--- src/hdl/pitch_scale_quantizer_core_assert.svh ---
// ----------------------------------------------------------------------------
// Pitch scale quantizer assertion macros
// Concurrent checks used at the end of the quantizer top level.
// ----------------------------------------------------------------------------
`ifndef PITCH_SCALE_QUANTIZER_CORE_ASSERT_SVH
`define PITCH_SCALE_QUANTIZER_CORE_ASSERT_SVH

// Same-cycle implication, checked outside reset
`define PSQ_ASSERT_IMP(label, clk, rst_n, ante, cons, msg) \
  label: assert property (@(posedge clk) disable iff (!rst_n) (ante) |-> (cons)) \
    else $error(msg);

// Next-cycle implication, checked outside reset
`define PSQ_ASSERT_NXT(label, clk, rst_n, ante, cons, msg) \
  label: assert property (@(posedge clk) disable iff (!rst_n) (ante) |=> (cons)) \
    else $error(msg);

`endif

--- src/hdl/psq_pkg.sv ---
// ----------------------------------------------------------------------------
// Pitch scale quantizer package
// Widths, codes, scale ratio constants and midpoint thresholds shared by
// the quantizer top level and its split multiplier.
// ----------------------------------------------------------------------------
`default_nettype none

package psq_pkg;

  // Field and datapath widths
  localparam int unsigned FREQ_WIDTH_DEF = 32;
  localparam int unsigned BASE_W         = 31;
  localparam int unsigned RATIO_BITS     = 30;
  localparam int unsigned OPND_W         = 32;
  localparam int unsigned NUM_LANES      = 12;
  localparam int unsigned PIPE_DEPTH     = 9;
  localparam int unsigned DEG_W          = 4;
  localparam int unsigned OCT_W          = 6;
  localparam int unsigned OCT_INT_W      = 7;
  localparam int unsigned STATUS_W       = 2;
  localparam int unsigned CFG_IDX_W      = 1;
  localparam int unsigned CFG_DATA_W     = 31;

  // Register indexes
  localparam logic [CFG_IDX_W-1:0] CFG_BASE_FREQ = 1'b0;
  localparam logic [CFG_IDX_W-1:0] CFG_SCALE_SEL = 1'b1;

  // Reset root: 55 Hz in Q15.16
  localparam logic [BASE_W-1:0] BASE_RESET = 31'd3604480;

  // Octave field clamp limits
  localparam logic signed [OCT_INT_W-1:0] OCT_HI = 7'sd31;
  localparam logic signed [OCT_INT_W-1:0] OCT_LO = -7'sd32;

  // Scale lengths
  localparam logic [DEG_W-1:0] PENTA_LEN  = 4'd5;
  localparam logic [DEG_W-1:0] CHROMA_LEN = 4'd12;

  // Next-octave root ratio, Q2.30
  localparam logic [OPND_W-1:0] RATIO_TWO = 32'h8000_0000;

  typedef enum logic {
    SCALE_PENTA  = 1'b0,
    SCALE_CHROMA = 1'b1
  } scale_t;

  typedef enum logic [STATUS_W-1:0] {
    ST_OK   = 2'd0,
    ST_ZERO = 2'd1,
    ST_SAT  = 2'd2
  } status_t;

  // Load strobes for the two register stages of a split multiplier
  typedef struct packed {
    logic load_pp;
    logic load_sum;
  } mul_en_t;

  function automatic logic [DEG_W-1:0] scale_len(input scale_t sel);
    return (sel == SCALE_CHROMA) ? CHROMA_LEN : PENTA_LEN;
  endfunction

  // Ratio in Q2.30 for a degree; the scale length selects the next root
  function automatic logic [OPND_W-1:0] scale_ratio(input scale_t sel,
                                                    input logic [DEG_W-1:0] idx);
    logic [OPND_W-1:0] r;
    r = '0;
    if (idx == scale_len(sel)) begin
      r = RATIO_TWO;
    end else if (sel == SCALE_CHROMA) begin
      unique case (idx)
        4'd0:    r = 32'd1073741824;
        4'd1:    r = 32'd1137589835;
        4'd2:    r = 32'd1205234447;
        4'd3:    r = 32'd1276901417;
        4'd4:    r = 32'd1352829926;
        4'd5:    r = 32'd1433273380;
        4'd6:    r = 32'd1518500250;
        4'd7:    r = 32'd1608794974;
        4'd8:    r = 32'd1704458901;
        4'd9:    r = 32'd1805811301;
        4'd10:   r = 32'd1913190429;
        4'd11:   r = 32'd2026954652;
        default: r = '0;
      endcase
    end else begin
      unique case (idx)
        4'd0:    r = 32'd1073741824;
        4'd1:    r = 32'd1276679029;
        4'd2:    r = 32'd1433445335;
        4'd3:    r = 32'd1608465252;
        4'd4:    r = 32'd1913407930;
        default: r = '0;
      endcase
    end
    return r;
  endfunction

  // Sum of two neighboring ratios: the item lies past the midpoint of
  // degrees lane-1 and lane when y * threshold < 2 * x * 2^30
  function automatic logic [OPND_W-1:0] lane_thresh(input scale_t sel,
                                                    input logic [DEG_W-1:0] lane);
    logic [OPND_W-1:0] t;
    t = '0;
    if (sel == SCALE_CHROMA) begin
      unique case (lane)
        4'd1:    t = 32'd2211331659;
        4'd2:    t = 32'd2342824282;
        4'd3:    t = 32'd2482135864;
        4'd4:    t = 32'd2629731343;
        4'd5:    t = 32'd2786103306;
        4'd6:    t = 32'd2951773630;
        4'd7:    t = 32'd3127295224;
        4'd8:    t = 32'd3313253875;
        4'd9:    t = 32'd3510270202;
        4'd10:   t = 32'd3719001730;
        4'd11:   t = 32'd3940145081;
        4'd12:   t = 32'd4174438300;
        default: t = '0;
      endcase
    end else begin
      unique case (lane)
        4'd1:    t = 32'd2350420853;
        4'd2:    t = 32'd2710124364;
        4'd3:    t = 32'd3041910587;
        4'd4:    t = 32'd3521873182;
        4'd5:    t = 32'd4060891578;
        default: t = '0;
      endcase
    end
    return t;
  endfunction

endpackage

`default_nettype wire

--- src/hdl/psq_mul2.sv ---
// ----------------------------------------------------------------------------
// Split two-stage multiplier
// Multiplies a wide unsigned operand by a 32-bit operand as two half-width
// partial products in the first stage and adds them in the second.
// ----------------------------------------------------------------------------
`default_nettype none

module psq_mul2 #(
  parameter int unsigned AW = psq_pkg::FREQ_WIDTH_DEF
) (
  input  wire logic                          clk,
  input  wire psq_pkg::mul_en_t              en,
  input  wire logic [AW-1:0]                 a,
  input  wire logic [psq_pkg::OPND_W-1:0]    b,
  output logic [AW+psq_pkg::OPND_W-1:0]      prod
);

  import psq_pkg::*;

  localparam int unsigned LO_W = (AW + 1) / 2;
  localparam int unsigned HI_W = AW - LO_W;
  localparam int unsigned PW   = AW + OPND_W;

  logic [LO_W+OPND_W-1:0] pp_lo_r, pp_lo_nxt;
  logic [HI_W+OPND_W-1:0] pp_hi_r, pp_hi_nxt;
  logic [PW-1:0]          prod_r, prod_nxt;

  // Form partial products on the low and high halves
  always_comb begin
    pp_lo_nxt = (LO_W+OPND_W)'(a[LO_W-1:0]) * (LO_W+OPND_W)'(b);
    pp_hi_nxt = (HI_W+OPND_W)'(a[AW-1:LO_W]) * (HI_W+OPND_W)'(b);
  end

  always_ff @(posedge clk) begin
    if (en.load_pp) begin
      pp_lo_r <= pp_lo_nxt;
      pp_hi_r <= pp_hi_nxt;
    end
  end

  // Align and add the partial products
  assign prod_nxt = (PW'(pp_hi_r) << LO_W) + PW'(pp_lo_r);

  always_ff @(posedge clk) begin
    if (en.load_sum) begin
      prod_r <= prod_nxt;
    end
  end

  assign prod = prod_r;

endmodule

`default_nettype wire

--- config.mk ---
export PLATFORM = sky130hd
export DESIGN_NAME = psq_mul2
export DESIGN_NICKNAME = d
export VERILOG_FILES = /design/src/hdl/pitch_scale_quantizer_core_assert.svh /design/src/hdl/psq_pkg.sv /design/src/hdl/psq_mul2.sv
export SDC_FILE = /design/constraint.sdc
export NUM_CORES = 2
export LEC_CHECK = 0
export ABC_AREA = 0
export BUFFER_PORTS_ARGS = -buffer_cell sky130_fd_sc_hd__clkbuf_2
export CORE_UTILIZATION = 60
export DETAILED_ROUTE_END_ITERATION = 7
export PLACE_DENSITY = 0.84
export SLEW_MARGIN = 20
export SYNTH_ARGS = -nofsm -noshare
export SYNTH_HDL_FRONTEND = slang
export SYNTH_SLANG_ARGS = --single-unit
export TNS_END_PERCENT = 50
--- constraint.sdc ---
create_clock -name clk -period 7.7 [get_ports clk]
set_input_delay 1.54 -clock clk [delete_from_list [all_inputs] [get_ports clk]]
set_output_delay 1.54 -clock clk [all_outputs]
set_load 0.05 [all_outputs]
After elaboration in Yosys (flattened, before gate mapping)
Cells that the tools add are included.
{ "op_classes": {"n_addsub": 1, "mul": 2} }
{ "ops": {"columns": ["operator", "count"], "rows": [
  ["multiplier 16 x 32 -> 48 bit", 2],
  ["adder 64 x 48 -> 64 bit", 1]
]} }
{ "word_totals": {"ff_bits": 160, "output_inout_bits": 64} }

Logic depth before layout (Yosys ltp)
{ "depth": {"ltp_word": 1, "mapped_depth": 26, "depth_no_buf": 24} }

Least setup slack after synthesis
OpenSTA, ideal clock, no wires.
{ "synth_timing": {"path_kind": "input -> register", "start": "input port a[1]", "end": "register pp_lo_r[32] (data pin)", "n_path_buf": 1, "slack_ps": 328, "setup_ps": 265, "t_required_ps": 7435, "stages": 22, "arrival_time_ps": 7107, "path_cell_list": "clkbuf_1 -> nand2_1 -> fa_1 -> fa_1 -> fa_1 -> fa_1 -> inv_1 -> fa_1 -> inv_1 -> fa_1 -> inv_1 -> ha_1 -> a21oi_1 -> o21ai_0 -> o21ba_2 -> a2111o_1 -> and2_1 -> a31oi_1 -> o21ai_0 -> a21oi_1 -> o21ai_1 -> xor2_1"} }
{ "synth_via": {"elab_chain_len": 1} }
{ "synth_lines": {"columns": ["element", "line", "source"], "rows": [
  ["from (decl)", "psq_mul2.sv:13", "input wire logic [AW-1:0] a,"],
  ["multiplier 16 x 32 -> 48 bit", "psq_mul2.sv:30", "pp_lo_nxt = (LO_W+OPND_W)'(a[LO_W-1:0]) * (LO_W+OPND_W)'(b);"],
  ["via pp_lo_nxt[32]", "psq_mul2.sv:24", "logic [LO_W+OPND_W-1:0] pp_lo_r, pp_lo_nxt;"],
  ["to (signal assigned)", "psq_mul2.sv:36", "pp_lo_r <= pp_lo_nxt;"],
  ["to (decl)", "psq_mul2.sv:24", null]
]} }
The timed path passes the listed nets, and every way through them passes these cells.
A chain may end at the register's enable or synchronous reset.

Worst setup path in the final report
{ "layout_timing": {"start": "input port a[1]", "end": "register pp_lo_r[40] (data pin)"} }
Same word-level chain as after synthesis.

==> flow_summary.toml <==
[global_route]
grt_max_degree = 81
grt_usage_pct = 32.6
use_met1_pct = 38.4
grt_overflow_total = 0
use_met2_pct = 55.0
top_usage_layer = "met2"
grt_pass1_vias = 32963
grt_antenna_before_repair = 0
grt_pass1_wl_mm = 167
use_met3_pct = 5.96

[run_status]
outcome = "completed"

[placement]
gp_congestion = 0.977
hpwl_mm = 82.4
portBuffers = 130
dp_cells = 5209

[final_layout]
antenna_cells = 0
finalNonFillerCells = 5241
drive_above_1_share_pct = 11.2
nets = 5558
area_growth_pct = 10.9
fillers = 4710

[yosys]
ys_async_sr_fraction_pct = 0
synth_edf_count = 160
yosysWarnings = 0
ys_seq_elements = 160
syn_inst = 4150
synth.avg_cell_area_um2 = 9.35
synth_cell_types = 69
synth_flop_cell = "edfxtp_1"
yosysSeqAreaShare_pct = 12.4
synth_fp_nets = 5326
netlist_area_um2 = 38800

[critical_path]
critPathLaunchType = "input pin"
path_max_fanout = 13
arrival_ps = 7750
endpoint_kind = "flop"
crit_type = "in -> reg"
cp_slowest_cell = "fa_1"
cpPeakStageDelay_ps = 540
crit_top_cell = "fa_1"
crit_required_ps = 7930

[drt]
ant_nets = 0
wirelength_mm = 100
wl_per_cell_um = 19.2
drtIter0Drc = 2609
drc = 0
vias = 29760
dr.pass1.iters = 6
vias_per_cell = 5.68

[timing]
rsz0062_at_grt = "no"
report.final.slew_viol_count = 0
finalCritPeriodShare_pct = 97.7
hold_viol_final = 0
fin_hold_ws_ps = 422
fmax_ghz = 0.133
finalCriticalPeriod_ps = 7520
finalSetupViolCount = 0
setup_tns_ps = 0
max_slew_margin_pct = 42.3
tightestPinTransition_ps = 866
fin_skew_ps = 17.3

[cts]
cts_max_path_buffers = 2
cts_hold_buf = 0
cts-htree-levels = 4
cts_tree = "built"
cts_setup_buffers = 0
clock_sinks = 160
clk_latency_ps = 480
ctsRootBufferMaster = "clkbuf_16"
cts_buffers = 17
clkTransAtPathRegs_ps = 80

[worst_hold_path]
min_path_type = "reg -> reg"

[floorplanning]
dieArea_um2 = 65700
initial_core_util_pct = 61.1
die_w_um = 256
die_y_um = 256
core-area_um2 = 63500
row_count = 92
ioPinCount = 131

[run]
maxCapViolCount = 0
layer usage:
metal  vias up  part of all wire, %
met5         -                    0
met4         0                  6.8
met3       407                  8.1
met2      1461                   49
met1     14999                   36
li1      12893                    -
kinds of logic (layout without fill, tap and decap cells):
logic type	after synthesis	in the layout	synth area share, %
simple gates	1267	1267	15.7
compound gates	362	362	6.14
buf+inv	1120	1365	10.9
xor+xnor	132	132	2.98
flops	160	160	12.4
fa+ha+maj	1109	1109	51.9
worst max-delay path: cells and delay by family:
kind	cells	cell delay [ps]
fa+ha+maj	7	3350
compound gates	8	1700
buf+inv	7	820
simple gates	2	230
xor+xnor	1	100
sequential cells by signal, summed over array words and instances, names as in the netlist:
register / flops
prod: 64
pp_lo_r: 48
pp_hi_r: 48
final cells by class:
class / instances / area, um2 / share of cell area (%)
inverter: 899 / 3370 / 7.84
tap: 846 / 1060 / 2.46
sequential: 160 / 4800 / 11.2
clock buffer: 17 / 425 / 0.988
timing repair buffer: 434 / 3380 / 7.85
clock inverter: 15 / 194 / 0.451
multi-input combinational: 2870 / 29800 / 69.2
cells in the mapped netlist (all sizes together) (2+ instances only):
master | count | area, um2
fa | 837 | 16800
a211oi | 11 | 92.6
o221ai | 2 | 17.5
o31ai | 4 | 35.0
edfxtp | 160 | 4800
a21boi | 4 | 30.0
and4 | 4 | 35.0
nand4 | 23 | 144
nor2 | 60 | 225
a31o | 2 | 17.5
a21oi | 117 | 589
nor3b | 4 | 41.3
ha | 272 | 3400
o21ai | 65 | 325
a21o | 73 | 548
nand3 | 34 | 175
nand2b | 7 | 43.8
a31oi | 18 | 119
clkbuf | 218 | 823
and3 | 13 | 83.8
a221oi | 6 | 71.3
buf | 3 | 15.0
inv | 899 | 3370
o41ai | 2 | 43.8
nor2b | 5 | 31.3
nand2 | 667 | 2500
xor2 | 54 | 473
and2 | 435 | 2720
or2 | 3 | 18.8
o211ai | 10 | 88.8
a311oi | 3 | 32.5
a211o | 3 | 26.3
xnor2 | 78 | 683
a41oi | 4 | 42.6
o21bai | 19 | 143
nor3 | 8 | 40.0
o21ba | 2 | 20.0
o21a | 7 | 52.6
per-stage QoR:
stage	utilization (%)	setup WS [ps]	cell area, um2
after floorplan	-	328	38800
after global placement	66.7	-159	42400
after detailed placement	66.7	-230	42400
after CTS	67.7	265	43000
after global routing	67.7	35.1	43000
final	67.7	176	43000
repair_timing:
action / 4_1_cts / 5_1_grt
gates resized for setup: 0 / 4
hold endpoints to repair: 0 / 0
endpoints found under the setup margin: 0 / 8
placed cells by master, fill, tap and decap left out, drive strengths merged, types with 7 or more instances in the layout:
| master | count |
|---|---|
| nor3 | 8 |
| xor2 | 54 |
| nand2 | 667 |
| a21oi | 117 |
| clkbuf | 145 |
| buf | 306 |
| xnor2 | 78 |
| a211oi | 11 |
| nand4 | 23 |
| ha | 272 |
| nand3 | 34 |
| o21ai | 65 |
| a31oi | 18 |
| o21bai | 19 |
| nand2b | 7 |
| edfxtp | 160 |
| and2 | 435 |
| nor2 | 60 |
| fa | 837 |
| o211ai | 10 |
| and3 | 13 |
| a21o | 73 |
| o21a | 7 |
| inv | 908 |
worst paths after layout:
| check | from | end | slack (ps) | cells past startpoint |
|---|---|---|---|---|
| max | a[1] | pp_lo_r[40] | 180 | 25 |
| min | pp_lo_r[13] | prod[13] | 420 | 0 |
| max reg2reg | pp_lo_r[16] | prod[52] | 4070 | 13 |
| min reg2reg | pp_lo_r[13] | prod[13] | 420 | 0 |
Power is not shown: default switching activity piles up to over one toggle a cycle in this logic, so the estimate is an artifact.
